`src/bfie_pkg.sv`:
```
// Shared types and constants for the bit field insert/extract block.
package bfie_pkg;

  // Field limits and the widest span that one field can touch (nine bytes).
  localparam int unsigned MAX_FIELD_BITS = 64;
  localparam int unsigned SPAN_BITS      = 72;
  localparam int unsigned CFG_W          = 9;
  localparam logic [CFG_W-1:0] BYTES_IN_USE_RESET = 9'd256;

  // Action codes.
  localparam logic ACT_READ  = 1'b0;
  localparam logic ACT_WRITE = 1'b1;

  // Status codes.
  localparam logic STATUS_OK  = 1'b0;
  localparam logic STATUS_ERR = 1'b1;

  typedef struct packed {
    logic        action;
    logic [7:0]  byte_position;
    logic [2:0]  bit_position;
    logic [6:0]  field_width;
    logic [63:0] write_value;
  } in_item_t;

  typedef struct packed {
    logic [63:0] read_value;
    logic        status;
  } out_item_t;

  // Commands from the controller to the datapath.
  typedef struct packed {
    logic clear_step;
    logic load;
    logic setup;
    logic access;
    logic finish;
  } ctrl_cmd_t;

  // Status from the datapath to the controller.
  typedef struct packed {
    logic clear_last;
    logic skip;
    logic access_done;
  } dp_status_t;

endpackage

```
`src/bit_field_insert_extract.sv`:
```
// Top level of the MSB-first bit field insert/extract block.
//
// Usage: an item (read or write of a 1 to 64 bit field) is transferred on a
// rising edge with start high and busy low. Its result appears on result,
// marked by done for exactly one cycle; the receiver cannot hold it off.
// Bits are numbered MSB-first in each byte of a byte-wide store.
// The user must write the bytes_in_use register through cfg_write/cfg_data
// only while idle; the block itself does not enforce it.
// A field touching n bytes (n = 1..9) keeps busy high through a setup step,
// a store pass paced by its single-byte read and write ports (per byte one
// read and, on a write, one write-back; read data registered) and a finish
// step; done follows in the next cycle, while a new item may already be
// taken. An out-of-range or zero-width item skips the store pass.
// Reset: rst (synchronous) sets bytes_in_use to 256 and starts a clearing
// pass that writes zero to every byte, one byte per cycle; busy stays high
// until it ends, configuration is taken.
module bit_field_insert_extract
  import bfie_pkg::*;
#(
  parameter int unsigned BUFFER_BYTES = 256
) (
  input  logic             clk,
  input  logic             rst,
  input  logic             start,
  output logic             busy,
  input  in_item_t         item,
  output logic             done,
  output out_item_t        result,
  input  logic             cfg_write,
  input  logic [CFG_W-1:0] cfg_data
);

  ctrl_cmd_t  cmd;
  dp_status_t dp_status;

  bfie_ctrl u_ctrl (
    .clk    (clk),
    .rst    (rst),
    .start  (start),
    .status (dp_status),
    .cmd    (cmd),
    .busy   (busy),
    .done   (done)
  );

  bfie_datapath #(
    .BUFFER_BYTES (BUFFER_BYTES)
  ) u_datapath (
    .clk       (clk),
    .rst       (rst),
    .cfg_write (cfg_write),
    .cfg_data  (cfg_data),
    .item      (item),
    .cmd       (cmd),
    .status    (dp_status),
    .result    (result)
  );

  // An accepted item keeps the block busy in the next cycle.
  a_busy_after_accept: assert property (@(posedge clk) disable iff (rst)
    (start && !busy) |=> busy)
    else $error("block not busy after an item transfer");

  // Each result strobe lasts one cycle.
  a_done_single: assert property (@(posedge clk) disable iff (rst)
    done |=> !done)
    else $error("result strobe held for more than one cycle");

  // A result only ever follows a busy cycle.
  a_done_after_busy: assert property (@(posedge clk) disable iff (rst)
    done |-> $past(busy))
    else $error("result strobe without preceding work");

  // An error result carries a zero value.
  a_err_zero: assert property (@(posedge clk) disable iff (rst)
    (done && (result.status == STATUS_ERR)) |-> (result.read_value == 64'd0))
    else $error("error result with nonzero read value");

endmodule

```
`src/bfie_ctrl.sv`:
```
// Controller state machine for the bit field insert/extract block.
module bfie_ctrl
  import bfie_pkg::*;
(
  input  logic       clk,
  input  logic       rst,
  input  logic       start,
  input  dp_status_t status,
  output ctrl_cmd_t  cmd,
  output logic       busy,
  output logic       done
);

  localparam logic [2:0] ST_CLEAR  = 3'd0;
  localparam logic [2:0] ST_IDLE   = 3'd1;
  localparam logic [2:0] ST_SETUP  = 3'd2;
  localparam logic [2:0] ST_ACCESS = 3'd3;
  localparam logic [2:0] ST_FINISH = 3'd4;

  logic [2:0] state;
  logic [2:0] state_next;

  // Next state and command decode.
  always_comb begin
    state_next     = state;
    cmd            = '0;
    unique case (state)
      ST_CLEAR: begin
        cmd.clear_step = 1'b1;
        if (status.clear_last) begin
          state_next = ST_IDLE;
        end
      end
      ST_IDLE: begin
        if (start) begin
          cmd.load   = 1'b1;
          state_next = ST_SETUP;
        end
      end
      ST_SETUP: begin
        cmd.setup  = 1'b1;
        state_next = status.skip ? ST_FINISH : ST_ACCESS;
      end
      ST_ACCESS: begin
        cmd.access = 1'b1;
        if (status.access_done) begin
          state_next = ST_FINISH;
        end
      end
      ST_FINISH: begin
        cmd.finish = 1'b1;
        state_next = ST_IDLE;
      end
      default: begin
        state_next = ST_IDLE;
      end
    endcase
  end

  // State register and the result strobe, which follows the finish step.
  always_ff @(posedge clk) begin
    if (rst) begin
      state <= ST_CLEAR;
      done  <= 1'b0;
    end else begin
      state <= state_next;
      done  <= cmd.finish;
    end
  end

  assign busy = (state != ST_IDLE);

endmodule

```
`src/bfie_datapath.sv`:
```
// Datapath: byte store, field alignment, byte sequencing and result register.
module bfie_datapath
  import bfie_pkg::*;
#(
  parameter int unsigned BUFFER_BYTES = 256
) (
  input  logic             clk,
  input  logic             rst,
  input  logic             cfg_write,
  input  logic [CFG_W-1:0] cfg_data,
  input  in_item_t         item,
  input  ctrl_cmd_t        cmd,
  output dp_status_t       status,
  output out_item_t        result
);

  localparam int unsigned AW = $clog2(BUFFER_BYTES);
  // Saturation cap for the register; above 511 it can never saturate.
  localparam logic [9:0] BB_CAP = (BUFFER_BYTES > 511) ? 10'd511 : 10'(BUFFER_BYTES);

  logic [7:0]           mem [BUFFER_BYTES];
  logic [CFG_W-1:0]     bytes_in_use;
  in_item_t             item_r;
  logic [AW-1:0]        clear_addr;
  logic [3:0]           n_bytes;
  logic [2:0]           tail;
  logic                 err_r;
  logic [SPAN_BITS-1:0] pattern;
  logic [SPAN_BITS-1:0] wmask;
  logic [SPAN_BITS-1:0] acc;
  logic [3:0]           issue_cnt;
  logic                 pending;
  logic [AW-1:0]        wb_addr;
  logic [7:0]           q;

  logic [63:0]          field_mask;
  logic [9:0]           limit;
  logic [12:0]          field_end;
  logic                 err;
  logic [7:0]           bit_sum;
  logic [7:0]           shift_amt;
  logic                 issue;
  logic [AW-1:0]        raddr;
  logic                 mem_we;
  logic [AW-1:0]        mem_waddr;
  logic [7:0]           mem_wdata;
  logic [SPAN_BITS-1:0] acc_shifted;

  // Configuration register.
  always_ff @(posedge clk) begin
    if (rst) begin
      bytes_in_use <= BYTES_IN_USE_RESET;
    end else if (cfg_write) begin
      bytes_in_use <= cfg_data;
    end
  end

  // Field mask, range check and span geometry from the captured item.
  always_comb begin
    field_mask = 64'((65'd1 << item_r.field_width) - 65'd1);
    limit      = ({1'b0, bytes_in_use} > BB_CAP) ? BB_CAP : {1'b0, bytes_in_use};
    field_end  = 13'({item_r.byte_position, item_r.bit_position})
               + 13'(item_r.field_width);
    err        = (item_r.field_width > 7'(MAX_FIELD_BITS))
               || (field_end > {limit, 3'b000});
    bit_sum    = 8'(item_r.bit_position) + 8'(item_r.field_width);
    shift_amt  = 8'(SPAN_BITS) - bit_sum;
  end

  assign status.skip = err || (item_r.field_width == 7'd0);

  // Byte issue and read address for the current step.
  assign issue = cmd.access && (issue_cnt != n_bytes);
  assign raddr = AW'({1'b0, item_r.byte_position} + 9'(issue_cnt));
  assign status.access_done = (issue_cnt == n_bytes) && pending;
  assign status.clear_last  = (clear_addr == AW'(BUFFER_BYTES - 1));

  // Capture, setup and byte sequencing.
  always_ff @(posedge clk) begin
    if (cmd.load) begin
      item_r <= item;
    end
    if (cmd.setup) begin
      n_bytes   <= 4'((bit_sum + 8'd7) >> 3);
      tail      <= 3'(8'd0 - bit_sum);
      err_r     <= err;
      pattern   <= SPAN_BITS'(item_r.write_value & field_mask) << shift_amt;
      wmask     <= SPAN_BITS'(field_mask) << shift_amt;
      acc       <= '0;
      issue_cnt <= '0;
    end else begin
      if (issue) begin
        issue_cnt <= issue_cnt + 4'd1;
        wb_addr   <= raddr;
      end
      if (cmd.access && pending) begin
        acc     <= {acc[SPAN_BITS-9:0], q};
        pattern <= pattern << 8;
        wmask   <= wmask << 8;
      end
    end
  end

  // Read-data valid flag and the clearing pass address.
  always_ff @(posedge clk) begin
    if (rst) begin
      pending    <= 1'b0;
      clear_addr <= '0;
    end else begin
      pending <= issue;
      if (cmd.clear_step) begin
        clear_addr <= clear_addr + AW'(1);
      end
    end
  end

  // Write port: zeros during the clearing pass, merged bytes on a field write.
  always_comb begin
    mem_we    = cmd.clear_step
              || (cmd.access && pending && (item_r.action == ACT_WRITE));
    mem_waddr = cmd.clear_step ? clear_addr : wb_addr;
    mem_wdata = cmd.clear_step ? 8'h00
              : ((q & ~wmask[SPAN_BITS-1 -: 8]) | pattern[SPAN_BITS-1 -: 8]);
  end

  // Byte store with registered read data.
  always_ff @(posedge clk) begin
    if (mem_we) begin
      mem[mem_waddr] <= mem_wdata;
    end
    q <= mem[raddr];
  end

  // Right-align the gathered bytes and register the result.
  assign acc_shifted = acc >> tail;

  always_ff @(posedge clk) begin
    if (cmd.finish) begin
      result.status     <= err_r ? STATUS_ERR : STATUS_OK;
      result.read_value <= (!err_r && (item_r.action == ACT_READ))
                         ? (acc_shifted[63:0] & field_mask) : 64'd0;
    end
  end

endmodule
```
`config.mk`:
```
export PLATFORM = sky130hd
export DESIGN_NAME = bit_field_insert_extract
export DESIGN_NICKNAME = d
export VERILOG_FILES = /design/src/bfie_pkg.sv /design/src/bit_field_insert_extract.sv /design/src/bfie_ctrl.sv /design/src/bfie_datapath.sv
export SDC_FILE = /design/constraint.sdc
export NUM_CORES = 2
export LEC_CHECK = 0
export BUFFER_PORTS_ARGS = -buffer_cell sky130_fd_sc_hd__buf_2
export CAP_MARGIN = 0
export CORE_ASPECT_RATIO = 0.9
export CORE_UTILIZATION = 40
export CTS_CLUSTER_DIAMETER = 80
export CTS_CLUSTER_SIZE = 16
export DETAILED_ROUTE_END_ITERATION = 7
export GPL_ROUTABILITY_DRIVEN = 1
export GPL_TIMING_DRIVEN = 0
export SYNTH_ARGS = -nofsm -noshare
export SYNTH_HDL_FRONTEND = slang
export SYNTH_SLANG_ARGS = --single-unit
```
`constraint.sdc`:
```
create_clock -name clk -period 12.93 [get_ports clk]
set_input_delay 2.586 -clock clk [delete_from_list [all_inputs] [get_ports clk]]
set_output_delay 2.586 -clock clk [all_outputs]
set_load 0.02 [all_outputs]
```
# Word level (Yosys, flattened, before mapping)
# Memories as Yosys holds them, arrays and structs flattened. A register that Yosys moved wholly into a read port is not among the register bits.
# Index checks and enable logic that the tools add are counted.
# W data, S select, Z words.
dict set report word_totals {
  regBits 406
  wordCells 90
  inputBits 96
  n_memories 1
  out_inout_bits 67
  mem_bits_rw 2048
}
dict set report op_classes {
  addsub 9
  reduce_logical 14
  muxes 21
  n_shift 4
  magnitude_cmp 3
  bitwise_logic 7
  n_eq_ne 11
}
# name depth word_bits rd rd_clocked_by_memory_dff write_ports line_no
set mem_list {}
lappend mem_list {u_datapath.mem 256 8 1 1 1 bfie_datapath.sv:21} ;# logic [7:0] mem [BUFFER_BYTES];
# op n
set ops {}
lappend ops {{$mux W72} 4}
lappend ops {{$and A64 B64 Y64} 2}
lappend ops {{$shl A64 B8 Y72} 1}
lappend ops {{$shl A72 B8 Y72} 1}
lappend ops {{$shr A72 B3 Y64} 1}
lappend ops {{$shl A1 B7 Y64 const A} 1}
lappend ops {{$sub A64 B1 Y64 const B} 1}
lappend ops {{$mux W8} 2}
lappend ops {{$gt A13 B13 Y1} 1}
lappend ops {{$add A11 B7 Y12} 1}
lappend ops {{$mux W3} 4}
lappend ops {{$pmux W3 S4} 1}
lappend ops {{$gt A9 B9 Y1 const B} 1}
lappend ops {{$mux W1} 9}
lappend ops {{$mux W9} 1}
lappend ops {{$add A3 B7 Y8} 1}
lappend ops {{$add A8 B1 Y8 const B} 1}
lappend ops {{$add A8 B4 Y8} 1}
lappend ops {{$and A8 B8 Y8} 1}
lappend ops {{$eq A8 B8 Y1 const B} 1}
lappend ops {{$not A8 Y8} 1}
lappend ops {{$or A8 B8 Y8} 1}
lappend ops {{$sub A7 B8 Y8 const A} 1}
lappend ops {{$add A7 B3 Y7 const B} 1}
lappend ops {{19 further kinds} 29}

# Longest topological paths before layout
dict set report logic_depth {
  word_depth 7
  mapped_depth 20
  ltp_nobuf 16
}

# By module
# A second synthesis with hierarchy kept.
dict set report unflattened {
  hier_cells 6781
  area_unflattened_um2 109754.0
}
# module instances seq_area_each_um2 area_per_inst_um2 cells_each
set by_module_without_submodules {}
lappend by_module_without_submodules {bfie_datapath 1 72769.8 109502.5 6753}
lappend by_module_without_submodules {bfie_ctrl 1 80.1 251.5 28}

# Worst setup path before layout
# OpenSTA, ideal clock, no wires.
dict set report synth_path {
  path_type {input port to flip-flop}
  startpoint {input port start}
  endpoint {register u_datapath.item_r[0] in the netlist's numbering, enable pin}
  t_required_ns 12.201
  arrival_time_ns 10.443
  n_path_buf 0
  stages 2
  setup_ns 0.729
  slack_ns 1.758
  cell_sequence {inv_1 > nor4_1}
}
# item line_no
set synth_lines {}
lappend synth_lines {{start: declaration} bit_field_insert_extract.sv:24} ;# input logic start,
lappend synth_lines {{end signal: assignment} bfie_datapath.sv:81} ;# item_r <= item;
lappend synth_lines {{end: declaration} bfie_datapath.sv:23} ;# in_item_t item_r;

# Worst setup path after layout
dict set report layout_path {
  startpoint {register u_datapath.item_r[64] in the netlist's numbering}
  endpoint {register u_datapath.wmask[70] (data pin)}
}
dict set report layout_via {
  elab_chain_len 4
  word_cells_on_any_way 6
  cone_classes {add/sub (3); shift (2); mux (1)}
}
# item line_no
set layout_lines {}
lappend layout_lines {{$add A3 B7 Y8} bfie_datapath.sv:66} ;# bit_sum = 8'(item_r.bit_position) + 8'(item_r.field_width);
lappend layout_lines {{named net u_datapath.bit_sum[0]} bfie_datapath.sv:40} ;# logic [7:0] bit_sum;
lappend layout_lines {{$sub A7 B8 Y8} bfie_datapath.sv:67} ;# shift_amt = 8'(SPAN_BITS) - bit_sum;
lappend layout_lines {{named net u_datapath.shift_amt[1]} bfie_datapath.sv:41} ;# logic [7:0] shift_amt;
lappend layout_lines {{$shl A64 B8 Y72} bfie_datapath.sv:88} ;# wmask <= SPAN_BITS'(field_mask) << shift_amt;
lappend layout_lines {{$mux W72} bfie_datapath.sv:83} ;# if (cmd.setup) begin
lappend layout_lines {{end signal: assignment} bfie_datapath.sv:88}
lappend layout_lines {{end signal: assignment} bfie_datapath.sv:99} ;# wmask <= wmask << 8;
lappend layout_lines {{end: declaration} bfie_datapath.sv:29} ;# logic [SPAN_BITS-1:0] wmask;
# The timed path passes the listed nets, and every way through them passes these cells.
# A chain may end at the register's enable or synchronous reset.

==> impl_metrics.env <==
export IMPL_outcome="finished with violations"
export IMPL_violations="max-capacitance violations, max-slew violations"
export IMPL_utilization_pct=44.8
export IMPL_routed_via_count=71100
export IMPL_finalCritPeriodShare_pct=88.4
export IMPL_tritoncts="done"
export IMPL_grt_max_degree=66
export IMPL_antenna_found_initial=43
export IMPL_pin_count=163
export IMPL_clk_latency_ns=0.87
export IMPL_path_cells="ha_1 > clkbuf_1 > clkinv_1 > buf_1 > clkbuf_1 > clkbuf_1 > buf_1 > ha_1 > clkbuf_1 > clkbuf_1 > buf_2 > clkbuf_1 > clkbuf_1 > a21oi_1 > a221oi_1 > o22ai_1 > o31ai_1 > a21oi_1"
export IMPL_avgSynthCellArea_um2=16.3
export IMPL_required_ns=13.52
export IMPL_clkPwrFrac_pct=34.3
export IMPL_regToRegEndpoint="u_datapath.wmask[70]"
export IMPL_fmax_mhz=87.5
export IMPL_syn_inst=6737
export IMPL_clockRootBuffer="clkbuf_16"
export IMPL_drtPass1Iterations=8
export IMPL_worstSetupEndpoint="u_datapath.wmask[70]"
export IMPL_crit_arrival_ns=12.03
export IMPL_pwr_share_seq_pct=56.0
export IMPL_yosysSeqAreaShare_pct=66.5
export IMPL_startpoint="u_datapath.item_r[64]"
export IMPL_cts_resized=0
export IMPL_internal_power_w=0.0119
export IMPL_drt_iter0_markers=10900
export IMPL_yosys_warnings=0
export IMPL_finalSetupTns_ns=0
export IMPL_yosysTopAreaCell="edfxtp_1"
export IMPL_skew_ns=0.0845
export IMPL_die_w_um=554
export IMPL_ant_nets=0
export IMPL_place_gp_congestion=1.02
export IMPL_clock_sinks=2461
export IMPL_synthTopCellsByArea="edfxtp_1 (65%), mux4_2 (15%), dfxtp_1 (1.9%), nand2_1 (1.9%), mux2i_1 (1.8%)"
export IMPL_dieHeight_um=498
export IMPL_ir_worst_vdd_v=0.000113
export IMPL_cpPeakStageDelay_ns=1.08
export IMPL_clk_path_buf_depth=4
export IMPL_synth_top_area_share_pct=64.6
export IMPL_drv_slew=11
export IMPL_p_leak_nw=38.7
export IMPL_setup_viol=0
export IMPL_cts_hold_fix_buffers=0
export IMPL_grt_pass1_vias=67400
export IMPL_hold_viol=0
export IMPL_min_from="u_datapath.acc[70]"
export IMPL_p_sw_w=0.00351
export IMPL_gr_total_overflow=0
export IMPL_port_buffers=160
export IMPL_worst_slack_ns=1.50
export IMPL_h_tree_depth=4
export IMPL_avgViaCountPerCell=6.57
export IMPL_drive_above_1_share_pct=19.9
export IMPL_crit_path_end_kind="flip-flop"
export IMPL_gr_usage_all_layers_pct=31.6
export IMPL_clkSlewWorstSetupHoldPaths_ns=0.07
export IMPL_numCtsBuffers=183
export IMPL_design_die_area_um2=276000
export IMPL_final_cells=10800
export IMPL_p_sw_share_pct=22.8
export IMPL_crit_family="buffers and inverters"
export IMPL_path_depth=18
export IMPL_syn_nets=6859
export IMPL_async_flop_share_pct=0
export IMPL_max_slew_margin_pct=-4.82
export IMPL_place_ws_ns=2.07
export IMPL_min_path_type="flip-flop to flip-flop"
export IMPL_cts_setup_buffers=0
export IMPL_drcViolationCount=0
export IMPL_r2r_slack_ns=1.50
export IMPL_fill_cells=23700
export IMPL_crit_type="flip-flop to flip-flop"
export IMPL_final_nets=7301
export IMPL_area_growth_pct=11.0
export IMPL_rsz0062_at_grt="false"
export IMPL_ys_seq_elements=2461
export IMPL_fp_row_count=181
export IMPL_tightest_slew_ns=1.56
export IMPL_synth_most_common_cell="edfxtp_1"
export IMPL_r2r_start="u_datapath.item_r[64]"
export IMPL_maxCapViolCount=6
export IMPL_critPathLaunchType="flip-flop"
export IMPL_routedWlPerCell_um=41.0
export IMPL_cpMostUsedCell="clkbuf_1"
export IMPL_power_density_nw_per_um2=127
export IMPL_crit_fanout=10
export IMPL_place_hpwl_mm=332
export IMPL_drt_total_wl_mm=444
export IMPL_synth_commonest_cells="edfxtp_1 (2356), mux4_2 (728), nand2_1 (558), nor2_1 (515), clkbuf_1 (307)"
export IMPL_core_um2=271000
export IMPL_dp_cells=10600
export IMPL_initial_core_util_pct=40.4
export IMPL_fin_crit_ns=11.43
export IMPL_syn_area_um2=110000
export IMPL_ys_flop_type="edfxtp_1"
export IMPL_r2r_cells=18
export IMPL_finalPower_w=0.0154
export IMPL_grt_pass1_wl_mm=595
export IMPL_crit_path_top_delay_cell="a221oi_1"
export IMPL_synth_edff_count=2356
export IMPL_pwr_share_comb_pct=9.7
export IMPL_ys_types=111
export IMPL_path_buf_inv=11
[cell type report]
cell class / count / area, um2 / area share (%)
buffer: 509 / 2090 / 1.72
clock inverter: 15 / 160 / 0.132
clock buffer: 222 / 4750 / 3.90
antenna: 14 / 35.0 / 0.0288
inverter: 51 / 191 / 0.157
multi-input combinational: 3716 / 34600 / 28.5
sequential: 2461 / 72800 / 59.9
timing repair buffer: 257 / 2430 / 2.00
tap: 3568 / 4460 / 3.67
[cell usage in the layout, fill, tap and decap left out, types with 36 or more instances in the layout]
master,instances
o21ai_0,182
and2_1,46
mux2i_1,199
o211ai_1,67
buf_2,252
mux4_2,728
buf_12,45
dfxtp_1,105
clkbuf_1,327
nor3_1,115
nand2_1,557
a211oi_1,70
buf_1,100
clkbuf_16,184
nor2_1,506
edfxtp_1,2356
a31oi_1,51
a21oi_1,251
nand3_1,85
inv_1,45
o22ai_1,36
a21o_1,36
[power by group through the flow]
stage | sequential (W) | clock, W | combinational (W)
after global routing | 0.00862 | 0.00560 | 0.00155
after CTS | 0.00862 | 0.00535 | 0.00150
after floorplan | 0.00879 | 0 | 0.000951
after detailed placement | 0.00880 | 0 | 0.00150
after global placement | 0.00880 | 0 | 0.00149
final | 0.00862 | 0.00527 | 0.00150
[kinds of logic after synthesis]
logic type / synth area share, %
AOI/OAI and AO/OA: 7.16
xor gates and xnor gates: 0.350
adders and majority gates: 0.311
buffers and inverters: 2.06
DFF: 66.5
muxes: 17.2
and+or+nand+nor: 6.43
[sequential cells by signal (all words and copies together), names as in the netlist]
name                     cells
u_datapath.issue_cnt         4
u_datapath.item_r           83
u_datapath.pending           1
u_datapath.bytes_in_use      9
u_datapath.pattern          72
u_ctrl.done                  1
u_datapath.wmask            72
u_datapath.q                 8
u_ctrl.state                 3
u_datapath.n_bytes           4
u_datapath.mem            2048
u_datapath.tail              3
u_datapath.err_r             1
u_datapath.acc              71
u_datapath.clear_addr        8
u_datapath.result           65
u_datapath.wb_addr           8
[stage by stage]
stage | area [um2] | hold WS (ns)
after floorplan | 110000 | 0.417
after global placement | 115000 | 0.431
after detailed placement | 117000 | 0.442
after CTS | 122000 | 0.463
after global routing | 122000 | 0.489
final | 122000 | 0.461
[worst min-delay path by stage]
stage	endpoint	slack (ns)	depth (start not counted)
6_report	u_datapath.acc[70]	0.46	2
5_1_grt	u_datapath.result[0]	0.49	0
4_1_cts	u_datapath.result[0]	0.46	0
3_5_place_dp	u_datapath.result[0]	0.44	0
3_3_place_gp	u_datapath.result[0]	0.43	0
2_1_floorplan	u_datapath.result[0]	0.42	0
[routing by layer]
metal	global-route usage, %	routed length [um]
met3	7.52	47400
met5	0	126
met2	44.8	186000
met1	47.4	191000
met4	11.0	18200
[worst reg2reg max path, delay by kind of cell, from the launching register on]
kind | cells | cell delay (ns)
DFF | 1 | 0.62
adders and majority gates | 2 | 0.83
AOI/OAI and AO/OA | 5 | 2.01
buffers and inverters | 11 | 7.72
(Power assumes the default switching activity.)
